==> config.mk <==
export PLATFORM = sky130hd
export DESIGN_NAME = seeded_xorshift_range_rng_top
export DESIGN_NICKNAME = d
export VERILOG_FILES = /design/src/sxr_rng_pkg.sv /design/src/seeded_xorshift_range_rng_top.sv
export SDC_FILE = /design/constraint.sdc
export NUM_CORES = 1
export LEC_CHECK = 0
export ABC_CLOCK_PERIOD_IN_PS = 9200
export BUFFER_PORTS_ARGS = -buffer_cell sky130_fd_sc_hd__buf_2
export CELL_PAD_IN_SITES_DETAIL_PLACEMENT = 1
export CELL_PAD_IN_SITES_GLOBAL_PLACEMENT = 1
export CORE_MARGIN = 2
export CORE_UTILIZATION = 45
export DETAILED_ROUTE_END_ITERATION = 8
export PLACE_DENSITY_LB_ADDON = 0.12
export SLEW_MARGIN = 20
export SYNTH_ARGS = -nofsm -noshare
export SYNTH_HDL_FRONTEND = slang
export SYNTH_SLANG_ARGS = --single-unit
==> constraint.sdc <==
create_clock -name clk -period 9.2 [get_ports clk]
set_input_delay 0.46 -clock clk [delete_from_list [all_inputs] [get_ports clk]]
set_output_delay 0.46 -clock clk [all_outputs]
set_load 0.005 [all_outputs]
==> src/sxr_rng_pkg.sv <==
// ----------------------------------------------------------------------------
// sxr_rng_pkg
// Types, constants and helpers for the seeded xorshift range generator.
// ----------------------------------------------------------------------------
`default_nettype none

package sxr_rng_pkg;

	localparam int unsigned WORD_W = 32;
	localparam int unsigned CNT_W  = $clog2(WORD_W);

	typedef logic [WORD_W-1:0] word_t;
	typedef logic [1:0]        mode_t;

	// Request codes
	localparam mode_t MODE_RESEED = 2'd0;
	localparam mode_t MODE_RAW    = 2'd1;
	localparam mode_t MODE_RANGE  = 2'd2;

	// Generator and hash constants
	localparam word_t RESET_STATE = 32'h1234_5678;
	localparam word_t HASH_XOR    = 32'd61;
	localparam word_t HASH_MUL_B  = 32'h27d4_eb2d;

	// Top-level sequencer
	typedef enum logic [1:0] {
		ST_IDLE,
		ST_HASH,
		ST_DIVIDE,
		ST_FINISH
	} ctrl_state_t;

	// One Wang hash operation per cycle
	typedef enum logic [2:0] {
		HS_SCALE,
		HS_FOLD16,
		HS_MUL9,
		HS_FOLD4,
		HS_MULB,
		HS_FOLD15
	} hash_step_t;

	// One xorshift32 step: left 13, right 17, left 5
	function automatic word_t xorshift32(input word_t s);
		word_t t;
		t = s ^ (s << 13);
		t = t ^ (t >> 17);
		t = t ^ (t << 5);
		return t;
	endfunction

endpackage

`default_nettype wire

==> src/seeded_xorshift_range_rng_top.sv <==
// ----------------------------------------------------------------------------
// seeded_xorshift_range_rng_top
// 32-bit xorshift generator with Wang-hash reseeding and a bit-serial
// range reduction (remainder by a variable modulus).
// ----------------------------------------------------------------------------
//
//  Channel | Handshake            | Beat contents
//  --------+----------------------+-------------------------------------------
//  in      | in_valid / in_ready  | mode, seed_value, range_low, range_modulus
//  out     | out_valid / out_ready| value, div_error
//
//  Modes 1 and 3 pass straight to the finish state; mode 0 steps the hash, one
//  hash operation per cycle; mode 2 runs the restoring divider shift registers,
//  one remainder bit per cycle, or passes straight on when the modulus is zero.
//  One item is in work at a time; in_ready is high only while the sequencer
//  idles. While the out channel stalls, one more item can be accepted and
//  finished; its result then waits in the finish state and the input stays
//  blocked until the output register frees. Reset loads the state word with
//  0x12345678 and clears all control.
//
`default_nettype none

module seeded_xorshift_range_rng_top (
	input  wire                     clk,
	input  wire                     arst_n,
	input  wire                     in_valid,
	output logic                    in_ready,
	input  wire  sxr_rng_pkg::mode_t mode,
	input  wire  sxr_rng_pkg::word_t seed_value,
	input  wire  sxr_rng_pkg::word_t range_low,
	input  wire  sxr_rng_pkg::word_t range_modulus,
	output logic                    out_valid,
	input  wire                     out_ready,
	output sxr_rng_pkg::word_t      value,
	output logic                    div_error
);
	import sxr_rng_pkg::*;

	ctrl_state_t state_q, state_d;
	hash_step_t  hstep_q;
	logic [CNT_W-1:0] count_q;

	word_t gen_q;      // generator state
	word_t work_q;     // hash operand / dividend shift register
	word_t rem_q;      // partial remainder
	word_t mod_q;      // divisor
	word_t res_q;      // finished value, waiting for the output register
	logic  err_q;

	logic  in_beat;
	logic  out_load;
	logic  hash_last;
	logic  div_last;

	word_t gen_next;
	word_t hash_next;
	logic [WORD_W:0] trial;
	logic [WORD_W:0] trial_diff;
	word_t rem_next;

	assign in_beat   = in_valid && in_ready;
	assign hash_last = (hstep_q == HS_FOLD15);
	assign div_last  = (count_q == CNT_W'(WORD_W - 1));

	// Next state
	always_comb begin
		state_d = state_q;
		unique case (state_q)
			ST_IDLE: begin
				if (in_beat) begin
					if (mode == MODE_RESEED) begin
						state_d = ST_HASH;
					end else if (mode == MODE_RANGE && range_modulus != '0) begin
						state_d = ST_DIVIDE;
					end else begin
						state_d = ST_FINISH;
					end
				end
			end
			ST_HASH: begin
				if (hash_last) begin
					state_d = ST_FINISH;
				end
			end
			ST_DIVIDE: begin
				if (div_last) begin
					state_d = ST_FINISH;
				end
			end
			ST_FINISH: begin
				if (!out_valid || out_ready) begin
					state_d = ST_IDLE;
				end
			end
			default: state_d = ST_IDLE;
		endcase
	end

	// Sequencer outputs
	always_comb begin
		in_ready = 1'b0;
		out_load = 1'b0;
		unique case (state_q)
			ST_IDLE:   in_ready = 1'b1;
			ST_FINISH: out_load = !out_valid || out_ready;
			default: begin
				in_ready = 1'b0;
				out_load = 1'b0;
			end
		endcase
	end

	always_ff @(posedge clk or negedge arst_n) begin
		if (!arst_n) begin
			state_q <= ST_IDLE;
		end else begin
			state_q <= state_d;
		end
	end

	// One hash operation on the work register
	always_comb begin
		hash_next = work_q;
		case (hstep_q)
			HS_SCALE:  hash_next = work_q + (work_q << 4);               // * 0x11
			HS_FOLD16: hash_next = (work_q ^ HASH_XOR) ^ (work_q >> 16);
			HS_MUL9:   hash_next = work_q + (work_q << 3);               // * 9
			HS_FOLD4:  hash_next = work_q ^ (work_q >> 4);
			HS_MULB:   hash_next = work_q * HASH_MUL_B;
			HS_FOLD15: hash_next = work_q ^ (work_q >> 15);
			default:   hash_next = work_q;
		endcase
	end

	// Restoring divider: one quotient bit per cycle
	assign trial      = {rem_q, work_q[WORD_W-1]};
	assign trial_diff = trial - {1'b0, mod_q};
	assign rem_next   = trial_diff[WORD_W] ? trial[WORD_W-1:0] : trial_diff[WORD_W-1:0];

	assign gen_next = xorshift32(gen_q);

	// Generator state
	always_ff @(posedge clk or negedge arst_n) begin
		if (!arst_n) begin
			gen_q <= RESET_STATE;
		end else if (in_beat && (mode == MODE_RAW || mode == MODE_RANGE)) begin
			gen_q <= gen_next;
		end else if (state_q == ST_HASH && hash_last) begin
			gen_q <= hash_next;
		end
	end

	// Step counters
	always_ff @(posedge clk or negedge arst_n) begin
		if (!arst_n) begin
			hstep_q <= HS_SCALE;
			count_q <= '0;
		end else if (in_beat) begin
			hstep_q <= HS_SCALE;
			count_q <= '0;
		end else begin
			if (state_q == ST_HASH && !hash_last) begin
				hstep_q <= hash_step_t'(hstep_q + 3'd1);
			end
			if (state_q == ST_DIVIDE) begin
				count_q <= count_q + CNT_W'(1);
			end
		end
	end

	// Datapath: operands, remainder and finished result
	always_ff @(posedge clk) begin
		if (in_beat) begin
			rem_q <= '0;
			mod_q <= range_modulus;
			err_q <= 1'b0;
			if (mode == MODE_RESEED) begin
				work_q <= seed_value + 32'd1;
			end else begin
				work_q <= gen_next + range_low;
			end
			case (mode)
				MODE_RAW: res_q <= gen_next;
				MODE_RANGE: begin
					res_q <= '0;
					err_q <= (range_modulus == '0);
				end
				MODE_RESEED: res_q <= '0;
				default: res_q <= gen_q;
			endcase
		end else if (state_q == ST_HASH) begin
			work_q <= hash_next;
			if (hash_last) begin
				res_q <= hash_next;
			end
		end else if (state_q == ST_DIVIDE) begin
			work_q <= work_q << 1;
			rem_q  <= rem_next;
			if (div_last) begin
				res_q <= rem_next;
			end
		end
	end

	// Output register
	always_ff @(posedge clk or negedge arst_n) begin
		if (!arst_n) begin
			out_valid <= 1'b0;
		end else if (out_load) begin
			out_valid <= 1'b1;
		end else if (out_ready) begin
			out_valid <= 1'b0;
		end
	end

	always_ff @(posedge clk) begin
		if (out_load) begin
			value     <= res_q;
			div_error <= err_q;
		end
	end

endmodule

`default_nettype wire

==> out/metrics.cfg, run 1 <==
[synthesis]
ys_seq_area_frac=0.209
synth.area.top_cells=ha_1, fa_1, edfxtp_1
synth_cell_types=89
synth_area_mm2=0.0269
yosysWarnings=0
async_flop_share=0.210
syn_inst=3014
synth_nets=3647
synth_top_cell_area_share=0.154
synth_edf_count=130
postSynthAreaPerCell_um2=8.93
synth.largest_area_cell=ha_1
ys_seq_elements=205
synth-main-ff-cell=edfxtp_1

[floorplanning]
initial_utilization=0.455
num_rows=89
coreArea_mm2=0.0591
die_h_um=249
die_w_um=249
ios=137
die-area_mm2=0.0618

[critical_path]
cp.required_ns=9.48
cp-startpoint=work_q[3]$_DFFE_PP_
cp_max_fo=16
start_kind=flip-flop
cp_data_arrival_time_ns=8.44
r2r-start=work_q[3]$_DFFE_PP_
crit_path_end_kind=flip-flop
path_class=flip-flop to flip-flop

[global_routing]
grt-ovfl-total=0
grt_usage=0.340
antenna_found_initial=3
grt_pass1_wl_um=159000
first_global_vias=25446
grt_start_max_net_pins=66

[hold_path]
hp-start=range_modulus[9]
hp-class=primary input to flip-flop

[finish]
final_layout_size_suffix_gt1_frac=0.0910
area_delta_synth_final_pct=9.41
nets=3754

[sta]
finalHoldViolations=0
setup-tns-final_ns=0
finalCritPeriodShare=0.887
finalSetupViolCount=0
worst_pin_slew_ns=1.09
slew_headroom=0.267
slew_violations=0
fmax_ghz=0.123
fin_worst_skew_ns=0.0358
final.min_clock_period_ns=8.16
grt_setup_unrepaired=no

[clocking]
worstSkewPairLatency_ns=0.60
cts_max_level=1
clk_pin_slew_ns=0.06
clk_path_buf_depth=3
cts.sinks=205
numCtsBuffers=27
tritoncts=built
cts_root_buf=clkbuf_16
cts_resized=0

[placed_design]
port_buffers=136
place_congestion=1.02
dpl.hpwl_um=86500

[drt]
postRouteAntennaNets=0
drc_errors=0
routed_via_density=6.11
wl_per_cell_um=26.9
drt_iter0_markers=2086
wl_um=105000
drt_pass1_iterations=9
vias=23911

[status]
status=finished, final reports clean

[job]
max_cap_viol_count=0

[layout by cell type (no fill, tap or decap), types with 19 or more instances in the layout]
| cell type | n |
|---|---|
| a211oi_1 | 38 |
| a21o_1 | 59 |
| a21oi_1 | 199 |
| a221oi_1 | 24 |
| a31oi_1 | 41 |
| and2_1 | 21 |
| and3_1 | 34 |
| buf_2 | 136 |
| buf_4 | 55 |
| clkbuf_16 | 27 |
| dfrtp_1 | 30 |
| dfxtp_1 | 32 |
| edfxtp_1 | 130 |
| fa_1 | 199 |
| ha_1 | 329 |
| inv_1 | 409 |
| mux2i_1 | 50 |
| nand2_1 | 185 |
| nand2b_1 | 21 |
| nand3_1 | 64 |
| nor2_1 | 147 |
| nor3_1 | 41 |
| o211ai_1 | 37 |
| o21a_1 | 19 |
| o21ai_0 | 200 |
| xnor2_1 | 167 |
| xor2_1 | 85 |
[cell usage after synthesis, types with 15 or more instances]
| library cell | n |
|---|---|
| clkbuf_1 | 98 |
| o21a_1 | 19 |
| nor4_1 | 18 |
| edfxtp_1 | 130 |
| or3_1 | 16 |
| xor2_1 | 85 |
| fa_1 | 199 |
| nor2_1 | 147 |
| o31ai_1 | 16 |
| a21oi_1 | 199 |
| and2_1 | 21 |
| a221oi_1 | 24 |
| nor2b_1 | 19 |
| inv_1 | 410 |
| o21bai_1 | 15 |
| mux2i_1 | 50 |
| a21o_1 | 59 |
| o211ai_1 | 37 |
| nand2b_1 | 21 |
| dfxtp_1 | 32 |
| xnor2_1 | 167 |
| ha_1 | 332 |
| nand2_1 | 186 |
| nand4_1 | 17 |
| a31oi_1 | 41 |
| dfrtp_1 | 30 |
| nand3_1 | 64 |
| a211oi_1 | 38 |
| o21ai_0 | 200 |
| and3_1 | 34 |
| nor3_1 | 42 |
[metrics by stage]
step | setup slack [ns] | area [um2] | std cells | util | hold WS (ns)
after floorplan | 2.17 | 26900 | 3014 | - | 0.164
after global placement | 1.26 | 28600 | 3864 | 0.483 | 0.403
after CTS | 1.10 | 29400 | 3915 | 0.498 | 0.0339
final | 1.04 | 29400 | 3916 | 0.498 | 0.0600
after detailed placement | 1.15 | 28600 | 3864 | 0.483 | 0.406
after global routing | 0.544 | 29400 | 3915 | 0.498 | 0.0412
[per-layer routing]
layer / track usage / vias up / routed length [um]
met2: 0.574 / 790 / 49900
met1: 0.445 / 12069 / 44800
met5: 0 / - / 42
li1: - / 10841 / -
met3: 0.0368 / 205 / 5870
met4: 0.137 / 6 / 4810
[critical path, cell delays in order, from the launching register on]
cell	delay [ns]
edfxtp_1	0.87
ha_1	0.40
xor2_1	0.33
ha_1	0.23
nor2_1	0.07
fa_1	0.54
inv_1	0.06
fa_1	0.42
fa_1	0.54
inv_1	0.05
fa_1	0.53
inv_1	0.05
fa_1	0.50
inv_1	0.06
fa_1	0.51
inv_1	0.05
ha_1	0.34
a21oi_1	0.18
nor2_1	0.06
o41ai_1	0.44
a31oi_1	0.22
o21ai_0	0.33
o21ai_0	0.17
xnor2_1	0.18
o211a_1	0.25
nor2b_1	0.31
a311oi_1	0.16
[cells by family (layout without fill, tap and decap cells)]
logic type / count (synthesis) / count (layout) / synth area share
compound gates: 807 / 807 / 0.196
simple gates: 639 / 639 / 0.116
fa+ha+maj: 531 / 531 / 0.302
buf+inv: 526 / 654 / 0.0741
xor+xnor: 252 / 252 / 0.0820
flops: 205 / 205 / 0.209
mux: 54 / 54 / 0.0203
other cells: 0 / 1 / 0
[layout make-up]
cell class | count | area, um2
fillers | 6945 | 29700
multi-input cells | 2283 | 19300
flip-flops and latches | 205 | 5640
inverters | 412 | 1550
repair buffers | 192 | 1100
well taps | 773 | 967
clock buffers | 36 | 729
clock inverters | 14 | 135
diodes | 1 | 2.50
[sequential cells by signal (all words and copies together) (netlist names)]
name       count
count_q        5
div_error      1
err_q          1
gen_q         32
hstep_q        3
mod_q         32
out_valid      1
rem_q         32
res_q         32
state_q        2
value         32
work_q        32
[what timing repair did]
item                                   4_1_cts  5_1_grt
endpoints found under the hold margin        8        0
buffers inserted                             0        0
hold buffers                                 1        0
[worst paths after layout]
check                                             end  slack (ns)  depth (start not counted)
worst max-delay path              res_q[31]$_DFFE_PP_        1.04                         26
worst min-delay path               mod_q[9]$_DFFE_PP_        0.06                          1
worst max register to register    res_q[31]$_DFFE_PP_        1.04                         26
worst min register to register    value[17]$_DFFE_PP_        0.42                          0
max in group asynchronous        gen_q[0]$_DFFE_PN0P_        8.19                          3
min in group asynchronous       out_valid$_DFFE_PN0P_        0.49                          3
Power of run 1 is left out: the tool's default activity adds up to more than one toggle a clock period on the data nets, which glitch-free logic cannot reach.
==> run 2: changes to the inputs <==
--- a/config.mk
+++ b/config.mk
@@ -10,7 +10,7 @@
 export CELL_PAD_IN_SITES_DETAIL_PLACEMENT = 1
 export CELL_PAD_IN_SITES_GLOBAL_PLACEMENT = 1
 export CORE_MARGIN = 2
-export CORE_UTILIZATION = 45
+export CORE_UTILIZATION = 30
 export DETAILED_ROUTE_END_ITERATION = 8
 export PLACE_DENSITY_LB_ADDON = 0.12
 export SLEW_MARGIN = 20
==> constraint.sdc (replaced) <==
create_clock -name clk -period 9.2 [get_ports clk]
set_input_delay 0.92 -clock clk [delete_from_list [all_inputs] [get_ports clk]]
set_output_delay 0.92 -clock clk [all_outputs]
set_load 0.005 [all_outputs]
==> out/metrics.cfg, run 2 (same netlist as run 1, synthesis figures left out) <==
[status]
status=finished, final reports clean

[critical_path]
crit_path_top_delay_cell=edfxtp_1
cpMostUsedCell=fa_1
critical_path.max_stage_delay_ns=0.91  ; +0.04 ns
cp.required_ns=9.48  ; about the same
cp_data_arrival_time_ns=8.58  ; +0.14 ns
crit_path_end_kind=flip-flop
path_class=flip-flop to flip-flop
start_kind=flip-flop
worst-path-buf-inv=3  ; -2
cp_cell_sequence=ha_1 > xor2_1 > ha_1 > a21oi_1 > fa_1 > fa_1 > inv_1 > fa_1 > fa_1 > fa_1 > inv_1 > fa_1 > inv_1 > ha_1 > a21o_1 > o41ai_1 > a31oi_1 > o21ai_0 > xnor2_1 > a22oi_1 > o21ai_0 > o31ai_1 > o22ai_1
crit_family=adder cells
cp_max_fo=14  ; -2

[clocking]
cts_resized=0  ; unchanged
post_cts_buffers=0  ; unchanged
clk_path_buf_depth=3  ; unchanged
cts.sinks=205  ; unchanged
cts_max_level=1  ; unchanged
ctsHoldBuffers=0  ; -1
clk_pin_slew_ns=0.07  ; about the same
worstSkewPairLatency_ns=0.59  ; about the same
numCtsBuffers=26  ; -3.7%
cts_root_buf=clkbuf_16
tritoncts=built

[sta]
worst_pin_slew_ns=1.11  ; +0.0228 ns
finalCritPeriodShare=0.902  ; +0.0154
setup-tns-final_ns=0  ; unchanged
fmax_ghz=0.120  ; -1.7%
fin_worst_skew_ns=0.0436  ; +0.00785 ns
finalHoldViolations=0  ; unchanged
finalSetupViolCount=0  ; unchanged
setup_slack_ns=0.901  ; -0.141 ns
slew_violations=0  ; unchanged
grt_setup_unrepaired=no
slew_headroom=0.258  ; -0.00903
final.min_clock_period_ns=8.30  ; +0.141 ns

[finish]
seqCellArea_mm2=0.00564  ; unchanged
final_layout_size_suffix_gt1_frac=0.0942  ; +0.00321
nets=3755  ; +0.027%
n_fill_cell=10411  ; +50%
final_cell_mix=inv_1, ha_1, a21oi_1, fa_1, o21ai_0
area_delta_synth_final_pct=11.1
multi_input_area_mm2=0.0193  ; about the same
postLayoutCellArea_mm2=0.0299  ; +1.6%
final_common_cell=inv_1

[placed_design]
place_congestion=0.912  ; -11%
place_area_mm2=0.0291  ; +1.8%
port_buffers=136  ; unchanged
dpl.hpwl_um=93800  ; +8.4%
dp_slack_ns=1.02  ; -0.129 ns

[drt]
postRouteAntennaNets=0  ; unchanged
drt_iter0_markers=1532  ; -27%
wl_per_cell_um=26.2  ; -2.7%
vias=23267  ; -2.7%
drt_pass1_iterations=5  ; -4
routed_via_density=5.40  ; -12%
wl_um=113000  ; +7.0%
drc_errors=0  ; unchanged

[global_routing]
grt_use_met1=0.331  ; -0.114
grtUsageMet3=0.0188  ; -0.0181
first_global_vias=25117  ; -1.3%
antenna_found_initial=3  ; unchanged
grt_usage=0.246  ; -0.0940
top_usage_layer=met2
grt_start_max_net_pins=66  ; unchanged
grt-ovfl-total=0  ; unchanged
met2_usage=0.428  ; -0.146
grt_pass1_wl_um=168000  ; +5.4%

[job]
max_cap_viol_count=0  ; unchanged

[floorplanning]
die_w_um=304  ; +22%
ios=137  ; unchanged
initial_utilization=0.304  ; -0.152
die_h_um=304  ; +22%
num_rows=109  ; +22%
coreArea_mm2=0.0886  ; +50%
die-area_mm2=0.0921  ; +49%

[hold_path]
hp-class=flip-flop to flip-flop

run 2: cell count changes in the layout (fill, tap and decap cells not counted), moves of 2 or more:
cell / previous run / this run
buf_4: 55 / 58
clkbuf_1: 7 / 3
clkbuf_8: 2 / 0
clkinv_1: 7 / 2
clkinv_2: 5 / 10
clkinvlp_4: 1 / 3
inv_6: 0 / 2
o21ai_0: 200 / 194
o21ai_1: 3 / 9
run 2: worst register-to-register path, stage by stage (launching register included):
cell and delay, ns:
edfxtp_1 0.91, ha_1 0.44, xor2_1 0.20, ha_1 0.21, a21oi_1 0.32, fa_1 0.50, fa_1 0.53, inv_1 0.06
fa_1 0.50, fa_1 0.52, fa_1 0.49, inv_1 0.05, fa_1 0.52, inv_1 0.05, ha_1 0.36, a21o_1 0.24
o41ai_1 0.39, a31oi_1 0.21, o21ai_0 0.40, xnor2_1 0.17, a22oi_1 0.20, o21ai_0 0.19, o31ai_1 0.40, o22ai_1 0.17
run 2: layout make-up:
cell class,instances,share of cell area
clock buffer,29,0.0221
antenna,2,0.000167
multi-input combinational,2283,0.646
inverter,412,0.0518
clock inverter,18,0.00556
tap,1165,0.0487
sequential,205,0.188
timing repair buffer,194,0.0373
run 2: routing by layer:
| layer | wire, um | up-vias |
|---|---|---|
| met5 | 13 | - |
| met4 | 2690 | 2 |
| met3 | 4170 | 97 |
| met2 | 54600 | 524 |
| met1 | 51300 | 11783 |
| li1 | - | 10861 |
run 2: through the flow:
stage               instances   util  hold WS [ns]
global placement         4259  0.328         0.407
global route             4306  0.337         0.429
detailed placement       4259  0.328         0.405
CTS                      4306  0.337         0.419
finish                   4308  0.337         0.418
floorplan                3014      -         0.400
run 2: path summary, 6_finish.rpt:
check	to	startpoint	cells after the start	slack, ns
setup / recovery	work_q[29]$_DFFE_PP_	work_q[8]$_DFFE_PP_	23	0.90
hold / removal	div_error$_DFFE_PP_	err_q$_SDFFCE_PP0P_	0	0.42
setup reg to reg	work_q[29]$_DFFE_PP_	work_q[8]$_DFFE_PP_	23	0.90
hold reg to reg	div_error$_DFFE_PP_	err_q$_SDFFCE_PP0P_	0	0.42
max in group asynchronous	gen_q[8]$_DFFE_PN0P_	arst_n	2	8.25
min in group asynchronous	count_q[0]$_DFFE_PN0P_	arst_n	2	0.46
Power of run 2 is left out for the same reason.
